## src/hdl/tdts_pkg.sv

```systemverilog
package tdts_pkg;

   // Command codes carried in the input item's tuser
   localparam logic [2:0] CMD_TICK   = 3'd0;
   localparam logic [2:0] CMD_CREATE = 3'd1;
   localparam logic [2:0] CMD_DELETE = 3'd2;
   localparam logic [2:0] CMD_DELAY  = 3'd3;
   localparam logic [2:0] CMD_YIELD  = 3'd4;
   localparam logic [2:0] CMD_WAKE   = 3'd5;

   // Result status codes
   localparam logic [1:0] STATUS_OK       = 2'd0;
   localparam logic [1:0] STATUS_FULL     = 2'd1;
   localparam logic [1:0] STATUS_BAD_WAIT = 2'd2;

   // Register addresses (word index taken from paddr[2])
   localparam logic REG_TICK_WINDOW = 1'b0;

   localparam logic [31:0] TICK_WINDOW_RESET = 32'h8000_0000;

   // Sequencer states, one-hot
   typedef enum logic [6:0] {
      S_IDLE  = 7'b000_0001,
      S_EXEC  = 7'b000_0010,
      S_DLYW  = 7'b000_0100,
      S_FIND  = 7'b000_1000,
      S_SCAN  = 7'b001_0000,
      S_CHECK = 7'b010_0000,
      S_RESP  = 7'b100_0000
   } state_type;

   // Operands to the shared add/subtract/compare unit
   typedef struct packed {
      logic        sub;
      logic [31:0] a;
      logic [31:0] b;
      logic [31:0] window;
   } alu_req_type;

   // Results of the shared unit
   typedef struct packed {
      logic [31:0] res;
      logic        borrow;
      logic        due;
   } alu_rsp_type;

endpackage

```

## src/hdl/tdts_alu.sv

```systemverilog
module tdts_alu (
   input  tdts_pkg::alu_req_type req,
   output tdts_pkg::alu_rsp_type rsp
);

   logic [32:0] sum;

   // Add or subtract, then compare the result against the window
   always_comb begin
      if (req.sub) begin
         sum = {1'b0, req.a} - {1'b0, req.b};
      end else begin
         sum = {1'b0, req.a} + {1'b0, req.b};
      end
      rsp.res    = sum[31:0];
      rsp.borrow = sum[32];
      rsp.due    = (sum[31:0] < req.window);
   end

endmodule

```

## src/hdl/tdts_wake_ram.sv

```systemverilog
module tdts_wake_ram #(
   parameter int DEPTH = 8,
   parameter int AW    = 3
) (
   input  logic          clock,
   input  logic          we,
   input  logic [AW-1:0] waddr,
   input  logic [31:0]   wdata,
   input  logic [AW-1:0] raddr,
   output logic [31:0]   rdata
);

   logic [31:0] mem [DEPTH];
   logic [31:0] rdata_ff;

   // Write one wake tick, read one with registered data
   always_ff @(posedge clock) begin
      if (we) begin
         mem[waddr] <= wdata;
      end
      rdata_ff <= mem[raddr];
   end

   assign rdata = rdata_ff;

endmodule

```

## src/hdl/tick_delay_task_scheduler_core.sv

```systemverilog
// Sequence: tick, wake, and delete without switch pass through the execute and response
// states before rsp_tvalid. Create searches for the first free slot before the response; a
// switch scans the slots, a candidate slot taking a wake RAM read, then subtract/compare.
// Throughput: one item at a time; req_tready is high only while the sequencer is idle.
// Reset (synchronous, active high): tick zero, all slots inactive, idle slot current,
// tick window 0x80000000. Wake ticks are not cleared.
module tick_delay_task_scheduler_core #(
   parameter int TASKS = 8
) (
   input  logic        clock,
   input  logic        reset,
   // req_tdata fields, low bit up: slot[2:0], amount[34:3], zero fill [39:35]
   input  logic        req_tvalid,
   output logic        req_tready,
   input  logic [39:0] req_tdata,
   // req_tuser fields, low bit up: command[2:0]
   input  logic [2:0]  req_tuser,
   // rsp_tdata fields, low bit up: status[1:0], created_slot[4:2], current_task[7:5],
   // switched[8], now[40:9], zero fill [47:41]
   output logic        rsp_tvalid,
   input  logic        rsp_tready,
   output logic [47:0] rsp_tdata,
   input  logic        csr_psel,
   input  logic        csr_penable,
   input  logic        csr_pwrite,
   input  logic [2:0]  csr_paddr,
   input  logic [31:0] csr_pwdata,
   output logic [31:0] csr_prdata,
   output logic        csr_pready
);

   localparam int IW = (TASKS > 1) ? $clog2(TASKS) : 1;
   localparam logic [IW-1:0] LAST = IW'(TASKS - 1);
   localparam logic [5:0] TASKS_W = 6'(TASKS);
   localparam logic [5:0] LAST_W  = 6'(TASKS - 1);

   tdts_pkg::state_type state_ff, state_in;
   logic [2:0]       cmd_ff, cmd_in;
   logic [2:0]       slot_ff, slot_in;
   logic [31:0]      amount_ff, amount_in;
   logic [31:0]      window_ff, window_in;
   logic [31:0]      sys_ff, sys_in;
   logic [TASKS-1:0] active_ff, active_in;
   logic [IW-1:0]    cur_ff, cur_in;
   logic [IW-1:0]    idx_ff, idx_in;
   logic [1:0]       status_ff, status_in;
   logic [IW-1:0]    created_ff, created_in;
   logic             switched_ff, switched_in;
   logic             rsp_valid_ff, rsp_valid_in;
   logic [47:0]      rsp_data_ff, rsp_data_in;

   tdts_pkg::alu_req_type alu_req;
   tdts_pkg::alu_rsp_type alu_rsp;

   logic          ram_we;
   logic [IW-1:0] ram_waddr;
   logic [31:0]   ram_wdata;
   logic [31:0]   ram_rdata;

   logic [31:0]   slot_wide;
   logic [IW-1:0] slot_ix;
   logic [31:0]   cur_wide;
   logic [31:0]   created_wide;
   logic          req_fire;
   logic          csr_write;

   tdts_alu u_alu (
      .req(alu_req),
      .rsp(alu_rsp)
   );

   tdts_wake_ram #(
      .DEPTH(TASKS),
      .AW   (IW)
   ) u_wake_ram (
      .clock(clock),
      .we   (ram_we),
      .waddr(ram_waddr),
      .wdata(ram_wdata),
      .raddr(idx_ff),
      .rdata(ram_rdata)
   );

   assign req_tready   = (state_ff == tdts_pkg::S_IDLE);
   assign req_fire     = req_tvalid && req_tready;
   assign rsp_tvalid   = rsp_valid_ff;
   assign rsp_tdata    = rsp_data_ff;
   assign csr_pready   = 1'b1;
   assign csr_write    = csr_psel && csr_penable && csr_pwrite;
   assign csr_prdata   = (csr_paddr[2] == tdts_pkg::REG_TICK_WINDOW) ? window_ff : 32'd0;

   assign slot_wide    = 32'(slot_ff);
   assign slot_ix      = slot_wide[IW-1:0];
   assign cur_wide     = 32'(cur_ff);
   assign created_wide = 32'(created_ff);

   // Sequencer and datapath next state
   always_comb begin
      state_in     = state_ff;
      cmd_in       = cmd_ff;
      slot_in      = slot_ff;
      amount_in    = amount_ff;
      window_in    = window_ff;
      sys_in       = sys_ff;
      active_in    = active_ff;
      cur_in       = cur_ff;
      idx_in       = idx_ff;
      status_in    = status_ff;
      created_in   = created_ff;
      switched_in  = switched_ff;
      rsp_valid_in = rsp_valid_ff && !rsp_tready;
      rsp_data_in  = rsp_data_ff;
      ram_we       = 1'b0;
      ram_waddr    = cur_ff;
      ram_wdata    = sys_ff;
      alu_req.sub    = 1'b1;
      alu_req.a      = sys_ff;
      alu_req.b      = ram_rdata;
      alu_req.window = window_ff;

      // Take a register write
      if (csr_write && (csr_paddr[2] == tdts_pkg::REG_TICK_WINDOW)) begin
         window_in = csr_pwdata;
      end

      unique case (state_ff)
         tdts_pkg::S_IDLE: begin
            if (req_fire) begin
               cmd_in      = req_tuser;
               slot_in     = req_tdata[2:0];
               amount_in   = req_tdata[34:3];
               status_in   = tdts_pkg::STATUS_OK;
               created_in  = '0;
               switched_in = 1'b0;
               idx_in      = '0;
               state_in    = tdts_pkg::S_EXEC;
            end
         end

         tdts_pkg::S_EXEC: begin
            state_in = tdts_pkg::S_RESP;
            unique case (cmd_ff)
               tdts_pkg::CMD_TICK: begin
                  alu_req.sub = 1'b0;
                  alu_req.a   = sys_ff;
                  alu_req.b   = 32'd1;
                  sys_in      = alu_rsp.res;
               end
               tdts_pkg::CMD_CREATE: begin
                  state_in = tdts_pkg::S_FIND;
               end
               tdts_pkg::CMD_DELETE: begin
                  if ({3'b000, slot_ff} < TASKS_W) begin
                     active_in[slot_ix] = 1'b0;
                     if (slot_ix == cur_ff) begin
                        switched_in = 1'b1;
                        state_in    = tdts_pkg::S_SCAN;
                     end
                  end
               end
               tdts_pkg::CMD_DELAY: begin
                  // window - amount borrows when the delay is too long
                  alu_req.sub = 1'b1;
                  alu_req.a   = window_ff;
                  alu_req.b   = amount_ff;
                  if (alu_rsp.borrow) begin
                     status_in = tdts_pkg::STATUS_BAD_WAIT;
                  end else begin
                     state_in = tdts_pkg::S_DLYW;
                  end
               end
               tdts_pkg::CMD_YIELD: begin
                  switched_in = 1'b1;
                  state_in    = tdts_pkg::S_SCAN;
               end
               tdts_pkg::CMD_WAKE: begin
                  if ({3'b000, slot_ff} < LAST_W) begin
                     active_in[slot_ix] = 1'b1;
                     ram_we    = 1'b1;
                     ram_waddr = slot_ix;
                     ram_wdata = sys_ff;
                  end
               end
               default: begin
               end
            endcase
         end

         tdts_pkg::S_DLYW: begin
            // Store wake tick of the current slot, then switch
            alu_req.sub = 1'b0;
            alu_req.a   = sys_ff;
            alu_req.b   = amount_ff;
            ram_we      = 1'b1;
            ram_waddr   = cur_ff;
            ram_wdata   = alu_rsp.res;
            switched_in = 1'b1;
            state_in    = tdts_pkg::S_SCAN;
         end

         tdts_pkg::S_FIND: begin
            priority if (idx_ff == LAST) begin
               status_in = tdts_pkg::STATUS_FULL;
               state_in  = tdts_pkg::S_RESP;
            end else if (!active_ff[idx_ff]) begin
               active_in[idx_ff] = 1'b1;
               ram_we     = 1'b1;
               ram_waddr  = idx_ff;
               ram_wdata  = sys_ff;
               created_in = idx_ff;
               state_in   = tdts_pkg::S_RESP;
            end else begin
               idx_in = IW'(idx_ff + 1'b1);
            end
         end

         tdts_pkg::S_SCAN: begin
            // Skip current and inactive slots; a candidate reads its wake tick
            priority if (idx_ff == LAST) begin
               cur_in   = idx_ff;
               state_in = tdts_pkg::S_RESP;
            end else if ((idx_ff == cur_ff) || !active_ff[idx_ff]) begin
               idx_in = IW'(idx_ff + 1'b1);
            end else begin
               state_in = tdts_pkg::S_CHECK;
            end
         end

         tdts_pkg::S_CHECK: begin
            // Due when (now - wake) wraps below the window
            alu_req.sub = 1'b1;
            alu_req.a   = sys_ff;
            alu_req.b   = ram_rdata;
            if (alu_rsp.due) begin
               cur_in   = idx_ff;
               state_in = tdts_pkg::S_RESP;
            end else begin
               idx_in   = IW'(idx_ff + 1'b1);
               state_in = tdts_pkg::S_SCAN;
            end
         end

         tdts_pkg::S_RESP: begin
            // Hold until the output register is free
            if (!rsp_valid_ff || rsp_tready) begin
               rsp_valid_in = 1'b1;
               rsp_data_in  = {7'd0, sys_ff, switched_ff, cur_wide[2:0],
                               created_wide[2:0], status_ff};
               state_in     = tdts_pkg::S_IDLE;
            end
         end

         default: begin
            state_in = tdts_pkg::S_IDLE;
         end
      endcase
   end

   // Control registers
   always_ff @(posedge clock) begin
      if (reset) begin
         state_ff     <= tdts_pkg::S_IDLE;
         window_ff    <= tdts_pkg::TICK_WINDOW_RESET;
         sys_ff       <= 32'd0;
         active_ff    <= '0;
         cur_ff       <= LAST;
         rsp_valid_ff <= 1'b0;
      end else begin
         state_ff     <= state_in;
         window_ff    <= window_in;
         sys_ff       <= sys_in;
         active_ff    <= active_in;
         cur_ff       <= cur_in;
         rsp_valid_ff <= rsp_valid_in;
      end
   end

   // Payload registers
   always_ff @(posedge clock) begin
      cmd_ff      <= cmd_in;
      slot_ff     <= slot_in;
      amount_ff   <= amount_in;
      idx_ff      <= idx_in;
      status_ff   <= status_in;
      created_ff  <= created_in;
      switched_ff <= switched_in;
      rsp_data_ff <= rsp_data_in;
   end

   // The idle slot never becomes active
   a_idle_inactive : assert property (@(posedge clock) disable iff (reset)
      !active_ff[TASKS-1])
      else $error("idle slot marked active");

   // An accepted item makes the block busy
   a_busy_after_accept : assert property (@(posedge clock) disable iff (reset)
      req_fire |=> (state_ff != tdts_pkg::S_IDLE))
      else $error("block still idle after accepting an item");

   // A candidate check always follows a wake RAM read issued in the scan
   a_check_after_scan : assert property (@(posedge clock) disable iff (reset)
      (state_ff == tdts_pkg::S_CHECK) |-> ($past(state_ff) == tdts_pkg::S_SCAN))
      else $error("slot check without a preceding read");

   // A new result appears only from the response step
   a_rsp_from_resp : assert property (@(posedge clock) disable iff (reset)
      $rose(rsp_valid_ff) |-> ($past(state_ff) == tdts_pkg::S_RESP))
      else $error("result raised outside the response step");

endmodule

```

## config.mk

```make
export PLATFORM = sky130hd
export DESIGN_NAME = tick_delay_task_scheduler_core
export DESIGN_NICKNAME = d
export VERILOG_FILES = /design/src/hdl/tdts_pkg.sv /design/src/hdl/tdts_alu.sv /design/src/hdl/tdts_wake_ram.sv /design/src/hdl/tick_delay_task_scheduler_core.sv
export SDC_FILE = /design/constraint.sdc
export NUM_CORES = 1
export LEC_CHECK = 0
export BUFFER_PORTS_ARGS = -buffer_cell sky130_fd_sc_hd__buf_2
export CAP_MARGIN = 20
export CORE_MARGIN = 2
export CORE_UTILIZATION = 48
export CTS_CLUSTER_SIZE = 24
export DETAILED_ROUTE_END_ITERATION = 7
export GPL_TIMING_DRIVEN = 0
export PLACE_DENSITY = 0.66
export REMOVE_ABC_BUFFERS = 1
export SLEW_MARGIN = 20
export SYNTH_ARGS = -nofsm -noshare
export SYNTH_HDL_FRONTEND = slang
export SYNTH_SLANG_ARGS = --single-unit
```

## constraint.sdc

```tcl
create_clock -name clock -period 8 [get_ports clock]
set_input_delay 0.4 -clock clock [delete_from_list [all_inputs] [get_ports clock]]
set_output_delay 0.4 -clock clock [all_outputs]
set_load 0.02 [all_outputs]
```

# Word level (Yosys, flattened, before mapping)
# Memories as Yosys holds them, arrays and structs flattened. A register that Yosys moved wholly into a read port is not among the register bits.
# Index checks and enable logic that the tools add are counted.
# word_totals
register_bits	171
latch_bits	0
mem_bits_rw	256
mem_bits_ro	0
in_bits	85
elab_cells	155
mem_count	1
# classes
n_addsub	3
n_mul	0
n_div	0
n_lt_le_gt_ge	6
eq_ne	34
n_shift	0
n_mux	63
bitwise	5
n_reduce_logical	29
# mem_list
name	words	word_bits	read_ports	rd_ports_with_merged_regs	write_ports	line	source
u_wake_ram.mem	8	32	1	1	1	tdts_wake_ram.sv:13	logic [31:0] mem [DEPTH];
# ops
operator	n
case mux 65 bit (2 select lines)	2
2-to-1 mux 32 bit	2
2-to-1 mux 7 bit	9
case mux 7 bit (7 select lines)	1
2-to-1 mux 3 bit	14
adder 32 x 32 -> 33 bit	1
2-to-1 mux 33 bit	1
subtractor 32 x 32 -> 33 bit	1
less-than comparator 32 bit	1
case mux 8 bit (2 select lines)	2
case mux 7 bit (4 select lines)	1
2-to-1 mux 8 bit	3
!= test 2 bit, second input constant	10
case mux 3 bit (2 select lines)	3
bitwise OR 8 bit	2
2-to-1 mux 1 bit	13
!= test 3 bit, second input constant	4
case mux 3 bit (4 select lines)	1
AND reduction 4 bit	3
AND reduction 5 bit	2
equality test 3 bit, second input constant	3
AND 8 bit	1
less-than comparator 3 x 4 -> 1 bit, second input constant	2
2-to-1 mux 2 bit	4
other kinds (33)	54

# Longest topological paths before layout
# Gate-level depths: netlist of run 1.
# depth
depth_word	8
ltp_mapped	33
mapped_depth_nobuf	30

# By module
# A second synthesis of run 1 with hierarchy kept.
# unflattened
hier_cells	1669
area_unflattened_um2	21587.0
# modules_own_cells
mod	n_inst	cells_each	area_per_inst_um2	seq_area_each_um2
tdts_wake_ram	1	415	10466.3	8328.0
tick_delay_task_scheduler_core	1	813	8029.0	4304.1
tdts_alu	1	441	3091.7	0.0

# Worst setup path before layout of run 1
# Ideal clock, no wire load.
# synth_timing
kind	register to register
startpoint	register state_ff[0]
endpoint	register idx_ff[0] (enable)
setup_time_ns	0.349
arrival_time_ns	6.387
t_required_ns	7.651
setup_slack_ns	1.264
path_stages_with_launch	31
n_path_buf	4
synth_period_minus_slack_ns	6.736
path_cell_list	dfxtp_1 nor3_4 and4b_1 buf_4 a21oi_4 buf_6 clkbuf_1 clkbuf_1 a21oi_1 inv_1 ha_1 nand3_4 or2_1 o41ai_2 xnor2_1 ha_1 inv_1 o31ai_1 a21oi_1 nand2_1 a311oi_2 o41ai_1 xor2_1 ha_1 nand4_1 nor4_1 a22oi_1 a31oi_1 a21oi_1 a32oi_1 nor3b_1
# synth_rtl
element	line	source
start, declared	tick_delay_task_scheduler_core.sv:37	tdts_pkg::state_type state_ff, state_in;
start signal, assigned	tick_delay_task_scheduler_core.sv:262	state_ff <= tdts_pkg::S_IDLE;
start signal, assigned	tick_delay_task_scheduler_core.sv:269	state_ff <= state_in;
end signal, assigned	tick_delay_task_scheduler_core.sv:283	idx_ff <= idx_in;
end, declared	tick_delay_task_scheduler_core.sv:45	logic [IW-1:0] idx_ff, idx_in;

==> metrics, run 1 <==
largest net degree at the start of global routing=62; Data arrival, critical path=7860 ps; Final Max Tran Viols=0; vias in the first global route=14.5k; DRT Pass-1 Iters=5; #FFs+latches synth=459; Worst-path clk slew=60 ps; Final Hold Vio Count=0; top post-synthesis cells by area=edfxtp_1, dfxtp_1, a22oi_1; first-pass GRT wire length=82,500 µm; clock root buffer=clkbuf_16; DP Wirelength=39,200 µm; Detail Route Antenna Nets=0; CP max FO=24; post-synthesis sequential area ratio=60.9%; Pint=4.79 mW; max_cap viols=0; DIE WIDTH=212 µm; dpl ws=-733 ps; LEAKAGE=8.75 nW; min Tclk post-route=7440 ps; asr flop ratio synth=0%; crit end category=register; initial antenna violation count=0; gr usage total=24.2%; Synth warnings=0; # rows=76; clk_lat worst skew=590 ps; CTS max path bufs=3; Synth top area share=49.8%; status=completed; Reg power frac=41.7%; Fillers=3,496; I/O Buffers=152; multi-input gate area in the final layout=7630 µm²; VDD IR max=0.124 mV; Crit Path Class=reg -> reg; Mapped Cells=1,822; Synth-to-Final Area Change=18.0%; CTS Buf Count=45; drc violations=0; register area=12,600 µm²; gr ovfl total=0; Core ar.=42,900 µm²; H-Tree Depth=2; final core occ=57.1%; total power=7.17 mW; die height=212 µm; synth unique cells=84; Die ar.=44,900 µm²; critical path launch point type=register; Vias/cell=5.80; HP Class=in -> reg; layout cells sized above 1=16.1%; Starting DRT DRC Count=1,254; GP Congestion=0.942; Final #Nets=2,147; Final setup viols=0; Clock Power Share=29.3%; WL final=55,300 µm; Worst Path Required=8430 ps; Main synth FF type=edfxtp_1; switching share of power=33.1%; CTS sink cnt=459; Antenna Cells=0; Vias=15.2k; PD cells=293 nW/µm²; Syn Std Cell Area=20,700 µm²; clock tree from TritonCTS=done; Starting Density=48.4%; Post-synth EDFFs=344; Worst Tran Pin Value=1010 ps; Psw=2.37 mW; I/O pins=168; final period utilization=93.0%; Avg Cell Area, Syn=11.4 µm²; Clock Skew=39.5 ps; achievable frequency=0.134 GHz; combinational share of power=29.1%; final worst slack=562 ps; largest area contributor in the netlist=edfxtp_1; Relative slew margins=32.1%; WL per Instance=21.1 µm
==> registers in the layout (all words and copies together) (netlist names), 2 cells and up, named ones only <==
| signal | cells |
|---|---|
| u_wake_ram.mem | 256 |
| rsp_tdata | 41 |
| amount_ff | 32 |
| sys_ff | 32 |
| u_wake_ram.rdata | 32 |
| window_ff | 32 |
| state_ff | 7 |
| cmd_ff | 3 |
| created_ff | 3 |
| cur_ff | 3 |
| idx_ff | 3 |
| slot_ff | 3 |
| status_ff | 2 |
==> final cells by class <==
class	instances	area share, %
flip-flops and latches	459	51.6
inverters	63	0.987
repair buffers	222	7.22
multi-input cells	1204	31.2
clock inverters	21	1.04
well taps	585	2.99
clock buffers	62	4.94
==> through the flow <==
step                      cells  hold WS (ps)  setup TNS (ps)  instance area (µm²)
after global placement     2460           410          -14350                21800
after global routing       2616          4.93           -15.1                24500
after detailed placement   2503           406           -4290                22700
after floorplan            1723           400               0                20300
final                      2616          17.4               0                24500
after CTS                  2608          5.07               0                24400
==> cells in the final DEF (no fill, tap or decap), types with 9 or more instances in the layout <==
cell and instances:
edfxtp_1 344, o22ai_1 15, clkbuf_1 15, xnor2_1 42, nor3_1 17, ha_1 66
inv_1 62, a21o_1 13, o21ai_0 88, nand2_1 280, o211ai_1 9, nand4_1 40
a31oi_1 9, nor2b_1 9, a22oi_1 157, a211oi_1 14, buf_4 20, nor2_1 94
o31ai_1 10, a21oi_1 110, dfxtp_1 115, dlygate4sd3_1 21, xor2_1 25, buf_16 16
clkbuf_16 45, nand3_1 19, buf_2 151
==> power by group through the flow <==
stage / logic (mW) / registers, mW / clock network (mW)
2_1_floorplan: 1.38 / 2.94 / 0
3_3_place_gp: 1.87 / 3.02 / 0
3_5_place_dp: 2.01 / 3.03 / 0
4_1_cts: 2.04 / 2.98 / 2.13
5_1_grt: 2.29 / 3.00 / 2.22
6_report: 2.08 / 2.99 / 2.10
==> final timing paths <==
| check | from | end | slack (ps) | depth (start not counted) |
|---|---|---|---|---|
| setup reg to reg | state_ff[1] | cur_ff[2] | 560 | 26 |
| hold / removal | req_tdata[12] | amount_ff[9] | 20 | 1 |
| setup / recovery | state_ff[1] | cur_ff[2] | 560 | 26 |
| hold reg to reg | switched_ff | rsp_tdata[8] | 420 | 0 |
==> layer usage <==
layer / up-vias / part of all wire (%) / GRT usage, %
li1: 7134 / - / -
met2: 628 / 46 / 38.8
met4: 0 / 3.6 / 9.25
met5: - / 0 / 0
met1: 7284 / 43 / 33.1
met3: 120 / 7.7 / 3.92
==> cell families (layout without fill, tap and decap cells) <==
| family | after synthesis | in the layout | synth area share [%] |
|---|---|---|---|
| AOI/OAI and AO/OA | 499 | 501 | 16.1 |
| other | 2 | 8 | 0.0362 |
| and+or+nand+nor | 553 | 554 | 12.4 |
| buffers and inverters | 168 | 368 | 3.31 |
| adders and majority gates | 67 | 67 | 4.08 |
| DFF | 459 | 459 | 60.9 |
| xor gates and xnor gates | 67 | 67 | 2.83 |
| muxes | 7 | 7 | 0.362 |
==> worst max-delay path, stage by stage (launching register included) <==
cell and delay, ps:
dfxtp_1 490, nor3b_4 450, nand2_4 140, or4_2 720, nand2_1 640, o21ai_0 250, xnor2_1 190, ha_1 370
a21oi_1 80, o21ai_0 350, o211ai_1 180, a21boi_0 290, o21a_1 150, nor2_1 40, xnor2_1 280, inv_1 80
ha_1 300, a21o_1 180, a2111oi_2 520, o21ai_0 160, a211oi_1 180, o21ai_0 240, a21oi_1 420, a32oi_2 160
buf_4 210, mux2i_1 140, nand2_1 70
==> Yosys cell counts, drive strengths merged (40+ instances only) <==
master  instances
nand4          40
o21ai          96
xnor2          42
dfxtp         115
inv            62
clkbuf         86
a22oi         157
edfxtp        344
nor2          104
ha             66
a21oi         111
nand2         282
==> repair_timing <==
| action | 4_1_cts | 5_1_grt |
|---|---|---|
| pin swaps | 0 | 4 |
| endpoints found under the setup margin | 8 | 7 |
| cloned | 1 | 2 |
| endpoints found under the hold margin | 21 | 0 |
| resized for setup | 5 | 5 |
| hold buffers | 21 | 0 |
| setup buffers | 0 | 5 |
(Power assumes the default switching activity.)
==> run 2: changes to the inputs <==
--- a/config.mk
+++ b/config.mk
@@ -8,12 +8,12 @@
 export BUFFER_PORTS_ARGS = -buffer_cell sky130_fd_sc_hd__buf_2
 export CAP_MARGIN = 20
 export CORE_MARGIN = 2
-export CORE_UTILIZATION = 48
+export CORE_UTILIZATION = 38
 export CTS_CLUSTER_SIZE = 24
 export DETAILED_ROUTE_END_ITERATION = 7
 export GPL_TIMING_DRIVEN = 0
-export PLACE_DENSITY = 0.66
 export REMOVE_ABC_BUFFERS = 1
+export SETUP_SLACK_MARGIN = 0.4
 export SLEW_MARGIN = 20
 export SYNTH_ARGS = -nofsm -noshare
 export SYNTH_HDL_FRONTEND = slang
==> metrics, run 2 (synthesis results as in run 1) <==
DRT Pass-1 Iters=5 (unchanged); die height=238 µm (was 212 µm); Die ar.=56,500 µm² (was 44,900 µm²); # rows=85 (was 76); multi-input gate area in the final layout=7720 µm² (was 7630 µm²); DIE WIDTH=238 µm (was 212 µm); Worst Setup EP=idx_ff[1] (was cur_ff[2]); Final Hold Vio Count=0 (unchanged); H-Tree Depth=2 (unchanged); achievable frequency=0.138 GHz (was 0.134 GHz); vias in the first global route=14.5k (about the same); CP max FO=15 (was 24); total power=7.31 mW (was 7.17 mW); drc violations=0 (unchanged); CTS sink cnt=459 (unchanged); commonest non-fill, non-tap cells in the layout=edfxtp_1, nand2_1, a22oi_1 (unchanged); Synth-to-Final Area Change=19.5% (was 18.0%); Vias=15.3k (was 15.2k); VDD IR max=0.150 mV (was 0.124 mV); Reg power frac=40.9% (was 41.7%); unrepaired setup endpoints after global routing=no; design area=24,800 µm² (was 24,500 µm²); final period utilization=90.3% (was 93.0%); RR Endpoint=idx_ff[1] (was cur_ff[2]); Relative slew margins=31.2% (was 32.1%); PD cells=295 nW/µm² (was 293 nW/µm²); Starting Density=38.5% (was 48.4%); FF-to-FF setup slack=770 ps (was 560 ps); R2R cell count=30 (was 26); crit end category=register (unchanged); I/O Buffers=152 (unchanged); clock root buffer=clkbuf_16 (unchanged); CTS Buf Count=47 (was 45); Data arrival, critical path=7500 ps (was 7860 ps); clock tree from TritonCTS=done (unchanged); Antenna Cells=0 (unchanged); Final Max Tran Viols=0 (unchanged); largest net degree at the start of global routing=49 (was 62); min Tclk post-route=7230 ps (was 7440 ps); Fillers=4,863 (was 3,496); Worst-path clk slew=60 ps (about the same); register area=12,600 µm² (unchanged); Cells on Worst Hold Path=1 (unchanged); Most flops, register=u_wake_ram.mem (unchanged); status=completed (unchanged); initial antenna violation count=0 (unchanged); Starting DRT DRC Count=1,318 (was 1,254); first-pass GRT wire length=87,700 µm (was 82,500 µm); gr usage total=20.2% (was 24.2%); DP Wirelength=41,700 µm (was 39,200 µm); Crit Path Class=reg -> reg (unchanged); Vias/cell=5.60 (was 5.80); LEAKAGE=8.81 nW (was 8.75 nW); Largest register FFs=256 (unchanged); final setup TNS=0 ps (unchanged); Final setup viols=0 (unchanged); Worst Path Required=8270 ps (was 8430 ps); I/O pins=168 (unchanged); Worst Tran Pin Value=1020 ps (was 1010 ps); critical path launch point type=register (unchanged); Clock Power Share=30.0% (was 29.3%); reg2reg start=state_ff[0] (was state_ff[1]); clk_lat worst skew=590 ps (about the same); gr ovfl total=0 (unchanged); WL per Instance=21.4 µm (was 21.1 µm); layout cells sized above 1=16.9% (was 16.1%); WL final=58,700 µm (was 55,300 µm); worst stage delay on the critical path=450 ps (was 720 ps); Final #Nets=2,157 (was 2,147); origin of the worst setup path=state_ff[0] (was state_ff[1]); Clock Skew=24.5 ps (was 39.5 ps); Detail Route Antenna Nets=0 (unchanged); commonest non-fill, non-tap cell in the layout=edfxtp_1 (unchanged); max_cap viols=0 (unchanged); switching share of power=33.4% (was 33.1%); Pint=4.87 mW (was 4.79 mW); combinational share of power=29.1% (about the same); HP Class=in -> reg (unchanged); Core ar.=53,900 µm² (was 42,900 µm²); GP Congestion=0.916 (was 0.942); dpl cell area=22,800 µm² (was 22,700 µm²); most used cell, CP=a21oi_1 (was o21ai_0); slowest stage cell, crit path=or3_4 (was or4_2); Psw=2.44 mW (was 2.37 mW); CTS max path bufs=3 (unchanged)
[run 2: cell count changes in the layout (fill, tap and decap cells not counted), moves of 3 or more]
cell and delta:
clkinvlp_4 +4, buf_4 +5, dlygate4sd3_1 +3, clkinv_2 -3
[run 2: per-stage QoR]
step	setup slack, ps	hold slack [ps]	utilization (%)	std cells
after global routing	409	1.60	46.0	2739
after detailed placement	-625	406	42.3	2614
after CTS	433	1.16	45.7	2728
after floorplan	655	400	-	1723
after global placement	-2370	417	40.7	2571
final	772	15.9	46.0	2739
[run 2: how the worst min path moves through the flow]
stage / from / to / slack (ps)
floorplan: status_ff[0] / rsp_tdata[0] / 400
global placement: status_ff[1] / rsp_tdata[1] / 420
detailed placement: status_ff[0] / rsp_tdata[0] / 410
CTS: req_tdata[34] / amount_ff[31] / 1
global route: req_tdata[5] / amount_ff[2] / 2
finish: req_tdata[13] / amount_ff[10] / 20
[run 2: power groups by stage]
stage          Clock (mW)  Sequential [mW]  Combinational, mW
2_1_floorplan           0             2.94               1.38
3_3_place_gp            0             3.03               1.89
3_5_place_dp            0             3.03               2.03
4_1_cts              2.23             2.98               2.07
5_1_grt              2.32             3.01               2.33
6_report             2.19             2.99               2.13
[run 2: layout make-up]
| class | count | share of cell area (%) |
|---|---|---|
| Clock buffer | 61 | 4.95 |
| Clock inverter | 26 | 1.24 |
| Inverter | 63 | 0.974 |
| Multi-Input combinational cell | 1205 | 31.1 |
| Sequential cell | 459 | 50.9 |
| Tap cell | 696 | 3.51 |
| Timing Repair Buffer | 229 | 7.25 |
[run 2: repair_timing]
item	in CTS	in global routing
resized for setup	7	14
buffers inserted	1	8
pin swaps	1	5
hold buffers	24	0
gates cloned	2	2
endpoints found under the hold margin	24	0
setup endpoints to repair	8	8
[run 2: per-layer routing]
layer	part of all wire (%)	GRT usage (%)	vias up
li1	-	-	7159
met3	7.1	2.75	114
met5	0	0	-
met4	3.0	6.48	0
met2	47	33.3	617
met1	42	27.5	7444
[run 2: critical path, delay by kind of cell (launching register included)]
kind,cells,cell delay (ps)
compound gates,12,2500
simple gates,8,2020
fa+ha+maj,3,810
buf+inv,5,680
xor+xnor,2,470
flops,1,410
